<file path="src/hdl/dbt_pkg.sv">
package dbt_pkg;

	localparam int MAX_CHANNELS = 8;
	localparam int CH_W         = $clog2(MAX_CHANNELS);
	localparam int CNT_W        = 4;
	localparam int SAMPLE_W     = 16;
	localparam logic [CNT_W-1:0] COUNT_RESET = CNT_W'(2);

	typedef logic signed [SAMPLE_W-1:0] sample_t;

	typedef enum logic [1:0] {
		PH_FIRST = 2'd0,
		PH_ODD   = 2'd1,
		PH_EVEN  = 2'd2
	} phase_t;

	// Per-request slot decode shared by history and output logic.
	typedef struct packed {
		logic [CH_W-1:0] ch;
		logic            first;
		logic            emit;
		logic            last;
	} slot_t;

endpackage

</file>
<file path="src/hdl/dbt_ctrl.sv">
module dbt_ctrl (
	input  logic                      clk,
	input  logic                      arst_n,
	input  logic                      accept,
	input  logic                      starts_stream,
	input  logic [dbt_pkg::CNT_W-1:0] count,
	output dbt_pkg::slot_t            slot
);
	import dbt_pkg::*;

	logic [CH_W-1:0] pos_q;
	phase_t          phase_q;
	logic [CH_W-1:0] pos0;
	phase_t          phase0;
	phase_t          phase_nx;
	logic [CNT_W-1:0] ch_plus1;

	always_comb begin
		pos0   = starts_stream ? '0 : pos_q;
		phase0 = starts_stream ? PH_FIRST : phase_q;
		// position beyond a lowered count wraps to channel 0
		slot.ch = ({{(CNT_W-CH_W){1'b0}}, pos0} >= count) ? '0 : pos0;
		ch_plus1 = {{(CNT_W-CH_W){1'b0}}, slot.ch} + CNT_W'(1);
		slot.last  = (ch_plus1 >= count);
		slot.first = (phase0 == PH_FIRST);
		slot.emit  = (phase0 == PH_EVEN);
		case (phase0)
			PH_ODD:  phase_nx = PH_EVEN;
			default: phase_nx = PH_ODD;
		endcase
	end

	always_ff @(posedge clk or negedge arst_n) begin
		if (!arst_n) begin
			pos_q   <= '0;
			phase_q <= PH_FIRST;
		end else if (accept) begin
			if (slot.last) begin
				pos_q   <= '0;
				phase_q <= phase_nx;
			end else begin
				pos_q   <= ch_plus1[CH_W-1:0];
				phase_q <= phase0;
			end
		end
	end

endmodule

</file>
<file path="src/hdl/dbt_hist.sv">
module dbt_hist (
	input  logic             clk,
	input  logic             accept,
	input  dbt_pkg::slot_t   slot,
	input  dbt_pkg::sample_t x,
	output dbt_pkg::sample_t older,
	output dbt_pkg::sample_t newer
);
	import dbt_pkg::*;

	sample_t older_q [MAX_CHANNELS];
	sample_t newer_q [MAX_CHANNELS];

	assign older = older_q[slot.ch];
	assign newer = newer_q[slot.ch];

	// odd frames age the history; first and even frames only refresh newer
	always_ff @(posedge clk) begin
		if (accept) begin
			newer_q[slot.ch] <= x;
			if (!slot.first && !slot.emit) begin
				older_q[slot.ch] <= newer_q[slot.ch];
			end
		end
	end

endmodule

</file>
<file path="src/hdl/dbt_filt.sv">
module dbt_filt (
	input  dbt_pkg::sample_t a,
	input  dbt_pkg::sample_t b,
	input  dbt_pkg::sample_t c,
	output dbt_pkg::sample_t y
);
	import dbt_pkg::*;

	localparam int SUM_W = SAMPLE_W + 2;

	logic signed [SAMPLE_W:0]  a4, b2, c4;
	logic signed [SUM_W-1:0]   sum;

	// divide with truncation toward zero: bias negatives before the shift
	always_comb begin
		a4  = ($signed({a[SAMPLE_W-1], a}) + $signed({15'd0, a[SAMPLE_W-1], a[SAMPLE_W-1]}))
			>>> 2;
		b2  = ($signed({b[SAMPLE_W-1], b}) + $signed({16'd0, b[SAMPLE_W-1]})) >>> 1;
		c4  = ($signed({c[SAMPLE_W-1], c}) + $signed({15'd0, c[SAMPLE_W-1], c[SAMPLE_W-1]}))
			>>> 2;
		sum = SUM_W'(a4) + SUM_W'(b2) + SUM_W'(c4);
		if (sum > SUM_W'(32767)) begin
			y = 16'sh7FFF;
		end else if (sum < -SUM_W'(32768)) begin
			y = 16'sh8000;
		end else begin
			y = sum[SAMPLE_W-1:0];
		end
	end

endmodule

</file>
<file path="src/hdl/decimate_by_two_fir_121.sv">
// Channel   Dir  Handshake              Payload
// s_*       in   s_tvalid/s_tready      tdata: sample_in; tuser: starts_stream
// m_*       out  m_tvalid/m_tready      tdata: sample_out, channel; tlast: frame_last
// cfg_*     in   cfg_valid/cfg_ready    cfg_data: channel_count
//
// One request per clock while s_tready is high; an even-frame result appears in the
// cycle after its request is taken, held in the output register. Filter math and
// history update share the accept cycle. Input stalls only while a result sits in
// the output register and m_tready is low. Reset: channel count 2, channel 0, first
// frame; sample history is not cleared. cfg_ready is always high.
module decimate_by_two_fir_121 (
	input  logic        clk,
	input  logic        arst_n,
	input  logic        s_tvalid,
	output logic        s_tready,
	input  logic [15:0] s_tdata,   // [15:0] sample_in
	input  logic        s_tuser,   // [0] starts_stream
	output logic        m_tvalid,
	input  logic        m_tready,
	output logic [23:0] m_tdata,   // [15:0] sample_out, [18:16] channel, [23:19] zero
	output logic        m_tlast,   // frame_last
	input  logic        cfg_valid,
	output logic        cfg_ready,
	input  logic [3:0]  cfg_data   // channel_count
);
	import dbt_pkg::*;

	logic [CNT_W-1:0] count_q;
	logic [CNT_W-1:0] count_eff;
	logic             accept;
	slot_t            slot;
	sample_t          x, older, newer, y;

	logic             out_valid_q;
	sample_t          out_sample_q;
	logic [CH_W-1:0]  out_ch_q;
	logic             out_last_q;

	assign cfg_ready = 1'b1;

	always_ff @(posedge clk or negedge arst_n) begin
		if (!arst_n) begin
			count_q <= COUNT_RESET;
		end else if (cfg_valid) begin
			count_q <= cfg_data;
		end
	end

	// zero acts as one channel, large values clamp to the history depth
	always_comb begin
		if (count_q == '0) begin
			count_eff = CNT_W'(1);
		end else if (count_q > CNT_W'(MAX_CHANNELS)) begin
			count_eff = CNT_W'(MAX_CHANNELS);
		end else begin
			count_eff = count_q;
		end
	end

	// take a new request whenever the output slot is free or draining
	assign s_tready = !out_valid_q || m_tready;
	assign accept   = s_tvalid && s_tready;
	assign x        = s_tdata;

	dbt_ctrl u_ctrl (
		.clk           (clk),
		.arst_n        (arst_n),
		.accept        (accept),
		.starts_stream (s_tuser),
		.count         (count_eff),
		.slot          (slot)
	);

	dbt_hist u_hist (
		.clk    (clk),
		.accept (accept),
		.slot   (slot),
		.x      (x),
		.older  (older),
		.newer  (newer)
	);

	dbt_filt u_filt (
		.a (older),
		.b (newer),
		.c (x),
		.y (y)
	);

	always_ff @(posedge clk or negedge arst_n) begin
		if (!arst_n) begin
			out_valid_q <= 1'b0;
		end else if (s_tready) begin
			out_valid_q <= accept && slot.emit;
		end
	end

	always_ff @(posedge clk) begin
		if (accept && slot.emit) begin
			out_sample_q <= y;
			out_ch_q     <= slot.ch;
			out_last_q   <= slot.last;
		end
	end

	assign m_tvalid = out_valid_q;
	assign m_tdata  = {5'd0, out_ch_q, out_sample_q};
	assign m_tlast  = out_last_q;

endmodule
</file>
<file path="config.mk">
export PLATFORM = sky130hd
export DESIGN_NAME = decimate_by_two_fir_121
export DESIGN_NICKNAME = d
export VERILOG_FILES = /design/src/hdl/dbt_pkg.sv /design/src/hdl/dbt_ctrl.sv /design/src/hdl/dbt_hist.sv /design/src/hdl/dbt_filt.sv /design/src/hdl/decimate_by_two_fir_121.sv
export SDC_FILE = /design/constraint.sdc
export NUM_CORES = 1
export LEC_CHECK = 0
export BUFFER_PORTS_ARGS = -buffer_cell sky130_fd_sc_hd__buf_4
export CAP_MARGIN = 0
export CORE_MARGIN = 2
export CORE_UTILIZATION = 35
export DETAILED_ROUTE_END_ITERATION = 10
export GPL_TIMING_DRIVEN = 0
export MAX_ROUTING_LAYER = met4
export SYNTH_ARGS = -nofsm -noshare
export SYNTH_HDL_FRONTEND = slang
export SYNTH_SLANG_ARGS = --single-unit
</file>
<file path="constraint.sdc">
create_clock -name clk -period 10.4 [get_ports clk]
set_clock_uncertainty 0.1 [all_clocks]
set_input_delay 1.04 -clock clk [delete_from_list [all_inputs] [get_ports clk]]
set_output_delay 1.04 -clock clk [all_outputs]
set_load 0.01 [all_outputs]
</file>
==> parameters.txt, run 1 <==
Parameter                              Value

Run status
  Stopping stage ... detailed routing (5_2_route)
  First error ... [ERROR DRT-0255] Maze Route cannot find path of net clk in worker of routeBox ( 144900 0 ) ( 196585 48300 ).
  Status ... did not finish

Synthesis
  Syn Area/Cell ... 14.5 sq um
  Warnings, synthesis ... 0
  Yosys reg bits ... 286
  Post-synthesis async set-or-reset flop share ... 3.50%
  Part of the Yosys area used for sequential elements ... 65.8%
  Most instantiated flip-flop cell in the synthesis netlist ... edfxtp_1
  Number of enable-type register cells in the synthesized netlist ... 276
  Number of distinct library cells after synthesis ... 76
  Synth Instances ... 898
  Post-Synthesis Cell Area ... 13000 sq um

STA
  Endpoint with the least setup slack after the last repair ... out_sample_q[4]$_SDFFCE_PN1P_/D
  Worst endpoint type ... register data pin

GRT
  Largest net degree at the start of global routing ... 15
  Total congestion overflow ... 0
  Vias in the first global route ... 8135
  Antenna violations before repair ... 0
  All-layer global routing usage ... 18.2%
  Wire length of the first global-routing pass ... 50.7 mm

Placed design
  Count of buffers from port buffering ... 46
  Placer's final routability congestion estimate ... 0.857
  Cell area after placement ... 14400 sq um
  Half-perimeter wire length after detailed placement ... 23.6 mm

Clock network
  Cts-stage hold buffer count ... 0
  Number of buffers created by CTS ... 30
  Maximum level of the CTS H-tree ... 1
  Clk Tree Root Cell ... clkbuf_16
  Maximum clock path buffer count ... 3
  Clock sink count ... 286

Die
  IO Count ... 54
  Initial core utilization ... 35.5%
  Rows ... 70
  X dimension of the die ... 197 um
  Chip Height ... 197 um
==> timing repair <==
item,4_1_cts,5_1_grt
gates resized for setup,0,11
buffers inserted,0,4
endpoints found under the hold margin,0,0
setup endpoints to repair,0,15
==> per-stage QoR <==
stage | TNS (ns) | setup slack, ns | instances | hold slack [ns]
after global placement | -4.21 | -0.323 | 1416 | 0.388
after floorplan | 0 | 1.83 | 902 | 0.381
after detailed placement | -4.47 | -0.341 | 1438 | 0.395
after CTS | 0 | 0.166 | 1491 | 0.183
after global routing | 0 | 0.0447 | 1496 | 0.191
==> synth_stat cells, types with 15 or more instances <==
library cell	number	area share, %
a21oi_1	28	1.1
buf_2	19	0.73
edfxtp_1	276	64
fa_1	17	2.6
ha_1	27	2.6
inv_1	37	1.1
mux2_2	20	1.7
nand2_1	35	1.0
nand3_1	18	0.69
nor2_1	52	1.5
nor3_1	17	0.66
o21ai_0	15	0.58
o22ai_1	58	2.8
xnor2_1	31	2.1
xor2_1	21	1.4
==> per-layer routing <==
layer	track usage, %
met4	4.85
met3	2.36
met5	-
met2	28.7
met1	24.9
==> cells by family after synthesis <==
| family | after synthesis | synth area share, % |
|---|---|---|
| flip-flops | 286 | 65.8 |
| multiplexers | 34 | 2.81 |
| other | 2 | 0.0579 |
| AO/OA/AOI/OAI | 195 | 10.9 |
| XOR/XNOR | 52 | 3.51 |
| adder cells (fa/ha/maj) | 44 | 5.22 |
| buffers and inverters | 84 | 2.93 |
| AND/OR/NAND/NOR | 201 | 8.74 |
==> inputs of run 2 (changes only) <==
--- a/config.mk
+++ b/config.mk
@@ -8,10 +8,10 @@
 export BUFFER_PORTS_ARGS = -buffer_cell sky130_fd_sc_hd__buf_4
 export CAP_MARGIN = 0
 export CORE_MARGIN = 2
-export CORE_UTILIZATION = 35
+export CORE_UTILIZATION = 20
 export DETAILED_ROUTE_END_ITERATION = 10
 export GPL_TIMING_DRIVEN = 0
-export MAX_ROUTING_LAYER = met4
+export PLACE_DENSITY_LB_ADDON = 0.15
 export SYNTH_ARGS = -nofsm -noshare
 export SYNTH_HDL_FRONTEND = slang
 export SYNTH_SLANG_ARGS = --single-unit
==> run 2 against run 1 <==
The run now ends clean. Synthesized area did not move. Global-route usage fell by 5.9 points. Synthesized cell count did not move.
==> parameters.txt, run 2 <==
Parameter                              Value

Drt
  Number of vias after detailed routing ... 8050
  Post-detailed-routing wire length ... 41.3 mm
  Count of nets left with antenna violations after detail routing ... 0
  Length of the first detailed-routing pass in iterations ... 4
  DRC viols ... 0
  Vias per Instance ... 4.27
  Wire per inst ... 21.9 um
  DRT iter0 DRCs ... 536

STA
  Final cycle utilization of the critical path ... 93.8%
  Transition time of the tightest slew-check pin ... 1.22 ns
  Worst-case headroom to the max-slew limit ... 17.9%
  Worst Setup Slack, final ... 0.646 ns
  RSZ-0062 raised after global routing ... false
  Period minus WS final ... 9.75 ns
  Final Hold Viols ... 0
  Count of pins over their slew limit ... 0
  Timing-limited maximum frequency ... 103 MHz
  Total of endpoints with negative setup slack in the final report ... 0

Worst setup path
  Critical R2R Capture ... out_sample_q[5]
  Worst Path Arrival ... 9.96 ns
  Origin of the critical flop-to-flop path ... u_ctrl.pos_q[0]
  Worst Setup Start Kind ... primary input
  R2r worst-path depth ... 31
  Crit. Startpoint ... s_tuser
  Max Fanout on Critical Path ... 10
  Critical path capture point type ... flop
  Setup slack of the worst register-to-register path ... 0.79 ns
  Largest stage delay on the critical path ... 0.68 ns
  Cell with the biggest individual delay on the critical path ... a211oi_2
  Critical path data required time ... 10.61 ns
  Crit path kind ... in2reg

Synthesis
  Mux contribution to synthesized area ... 2.81% (unchanged)
  Cell types with the highest counts after synthesis ... 276 x edfxtp_1, 58 x o22ai_1, 52 x nor2_1
  Post-synthesis adder-cell area fraction ... 5.22% (unchanged)
  Post-synth top area share ... 63.8% (unchanged)
  Syn Area/Cell ... 14.5 sq um (unchanged)
  Xor and xnor fraction of the mapped netlist area ... 3.51% (unchanged)
  Cell accounting for the most synthesized area ... edfxtp_1
  Part of the Yosys area used for sequential elements ... 65.8% (unchanged)
  Simple-gate area share of the yosys netlist ... 8.74% (unchanged)
  Compound-gate portion of the synthesized area ... 10.9% (unchanged)
  Post-synthesis async set-or-reset flop share ... 3.50% (unchanged)
  Number of distinct library cells after synthesis ... 76 (unchanged)
  Warnings, synthesis ... 0 (unchanged)
  Most instantiated flip-flop cell in the synthesis netlist ... edfxtp_1
  Largest cells by area after synthesis ... edfxtp_1 64%, o22ai_1 2.8%, fa_1 2.6%, ha_1 2.6%, xnor2_1 2.1%
  Post-Synthesis Cell Area ... 13000 sq um (unchanged)
  Synth Instances ... 898 (unchanged)
  Largest family of logic cells by synthesized area ... compound AO/OA/AOI/OAI gates
  Yosys reg bits ... 286 (unchanged)
  Number of enable-type register cells in the synthesized netlist ... 276 (unchanged)
  Most frequently used cell type in the post-synthesis netlist ... edfxtp_1

Placed design
  Placer's final routability congestion estimate ... 0.765 (-11%)
  Cell area after placement ... 14900 sq um (+3.8%)
  Count of buffers from port buffering ... 46 (unchanged)
  Post-placement worst setup slack ... -1.09 ns (-0.751 ns)
  Half-perimeter wire length after detailed placement ... 29.7 mm (+26%)

Clock network
  Clk Tree Root Cell ... clkbuf_16
  Clock-pin slew of the registers on the worst-case setup and hold paths ... 0.06 ns
  CTS tree ... done
  Maximum level of the CTS H-tree ... 1 (unchanged)
  Cts-stage hold buffer count ... 0 (unchanged)
  Worst-Skew Late Latency ... 0.60 ns
  Number of buffers created by CTS ... 31 (+3.3%)
  Maximum clock path buffer count ... 3 (unchanged)
  Clock sink count ... 286 (unchanged)

Finish
  Fill cell count ... 6643
  Highest-count cells in the layout ignoring fill and taps ... 276 x edfxtp_1, 62 x buf_4, 58 x o22ai_1
  Design area ... 16000 sq um
  Antenna diode count ... 0
  Commonest non-fill, non-tap cell in the layout ... edfxtp_1
  Layout cell share with drive strength beyond 1 ... 21.5%
  Post-Route Utilization ... 24.8%
  Registers with the most flip-flops ... u_hist.newer_q (128), u_hist.older_q (128), out_sample_q (16)
  Net total in the final layout ... 1077
  Post-synthesis to final-layout area growth ... 22.9%

GRT
  Wire length of the first global-routing pass ... 59.5 mm (+17%)
  Total congestion overflow ... 0 (unchanged)
  Vias in the first global route ... 8315 (+2.2%)
  All-layer global routing usage ... 12.3% (-5.9 points)
  Largest net degree at the start of global routing ... 17 (+2)
  Antenna violations before repair ... 0 (unchanged)

Die
  Die area ... 67000 sq um
  Initial core utilization ... 20.2% (-15 points)
  IO Count ... 54 (unchanged)
  Chip Height ... 259 um (+32%)
  X dimension of the die ... 259 um (+32%)
  Core area ... 64300 sq um
  Rows ... 93 (+33%)

Hold path
  Min-Delay Path Class ... in2async

Job
  Max-cap check violation count ... 0

Power and ir drop
  Total Power ... 4020 uW
  Leakage power figure ... 0.00532 uW
  IR Drop Worst-Case VDD ... 0.000134 V
  Power density cells ... 252 nW/um^2

Run status
  Status ... finished, final reports clean
## run 2: where the power goes
part / total, uW / internal [uW] / switching [uW]
clock network: 1090 / 620 / 474
registers: 1430 / 1420 / 18.8
logic: 1490 / 539 / 952
## run 2: how the worst max path moves through the flow
stage / to / slack [ns]
4_1_cts: out_sample_q[5] / 0.14
5_1_grt: out_sample_q[5] / 0.03
3_3_place_gp: out_sample_q[0] / -1.07
3_5_place_dp: out_sample_q[5] / -1.09
6_report: out_sample_q[5] / 0.65
2_1_floorplan: out_sample_q[0] / 1.83
## run 2: area by class of cell
type	count	area [sq um]	share of cell area (%)
buffer	46	243	1.52
clock buffer	36	795	4.98
clock inverter	20	186	1.17
inverter	38	143	0.894
multi-input combinational	532	4210	26.4
sequential	286	8540	53.5
tap	855	1070	6.71
timing repair buffer	72	761	4.77
## run 2: through the flow
stage,instances,hold WS [ns],TNS [ns]
final,1885,0.175,0
after global routing,1885,0.155,0
after CTS,1882,0.149,0
after detailed placement,1826,0.393,-15.11
after global placement,1803,0.388,-14.92
after floorplan,902,0.381,0
## run 2: timing repair
action	in CTS	in global routing
setup buffers	0	2
pin swaps	0	2
resized for setup	5	6
cloned	0	0
endpoints found under the setup margin	15	14
## run 2: logic make-up after synthesis
group | Yosys count
DFF | 286
and+or+nand+nor | 201
AOI/OAI and AO/OA | 195
buffers and inverters | 84
xor gates and xnor gates | 52
adders and majority gates | 44
muxes | 34
other | 2
## run 2: critical path: cells and delay by family
| kind | cells | cell delay, ns |
|---|---|---|
| simple gates | 4 | 1.37 |
| buf+inv | 9 | 1.84 |
| compound gates | 12 | 3.81 |
| fa+ha+maj | 5 | 1.73 |
| xor+xnor | 1 | 0.16 |
## run 2: routing by layer
| layer | share of wire [%] | global-route usage, % | wire length [um] | vias to the layer above |
|---|---|---|---|---|
| li1 | - | - | - | 3743 |
| met1 | 48 | 17.3 | 20000 | 4110 |
| met2 | 46 | 20.0 | 19100 | 150 |
| met3 | 3.1 | 1.70 | 1270 | 47 |
| met4 | 2.3 | 2.95 | 931 | 0 |
| met5 | 0 | 0 | 0 | - |
Power figures use the tool's default switching activity.
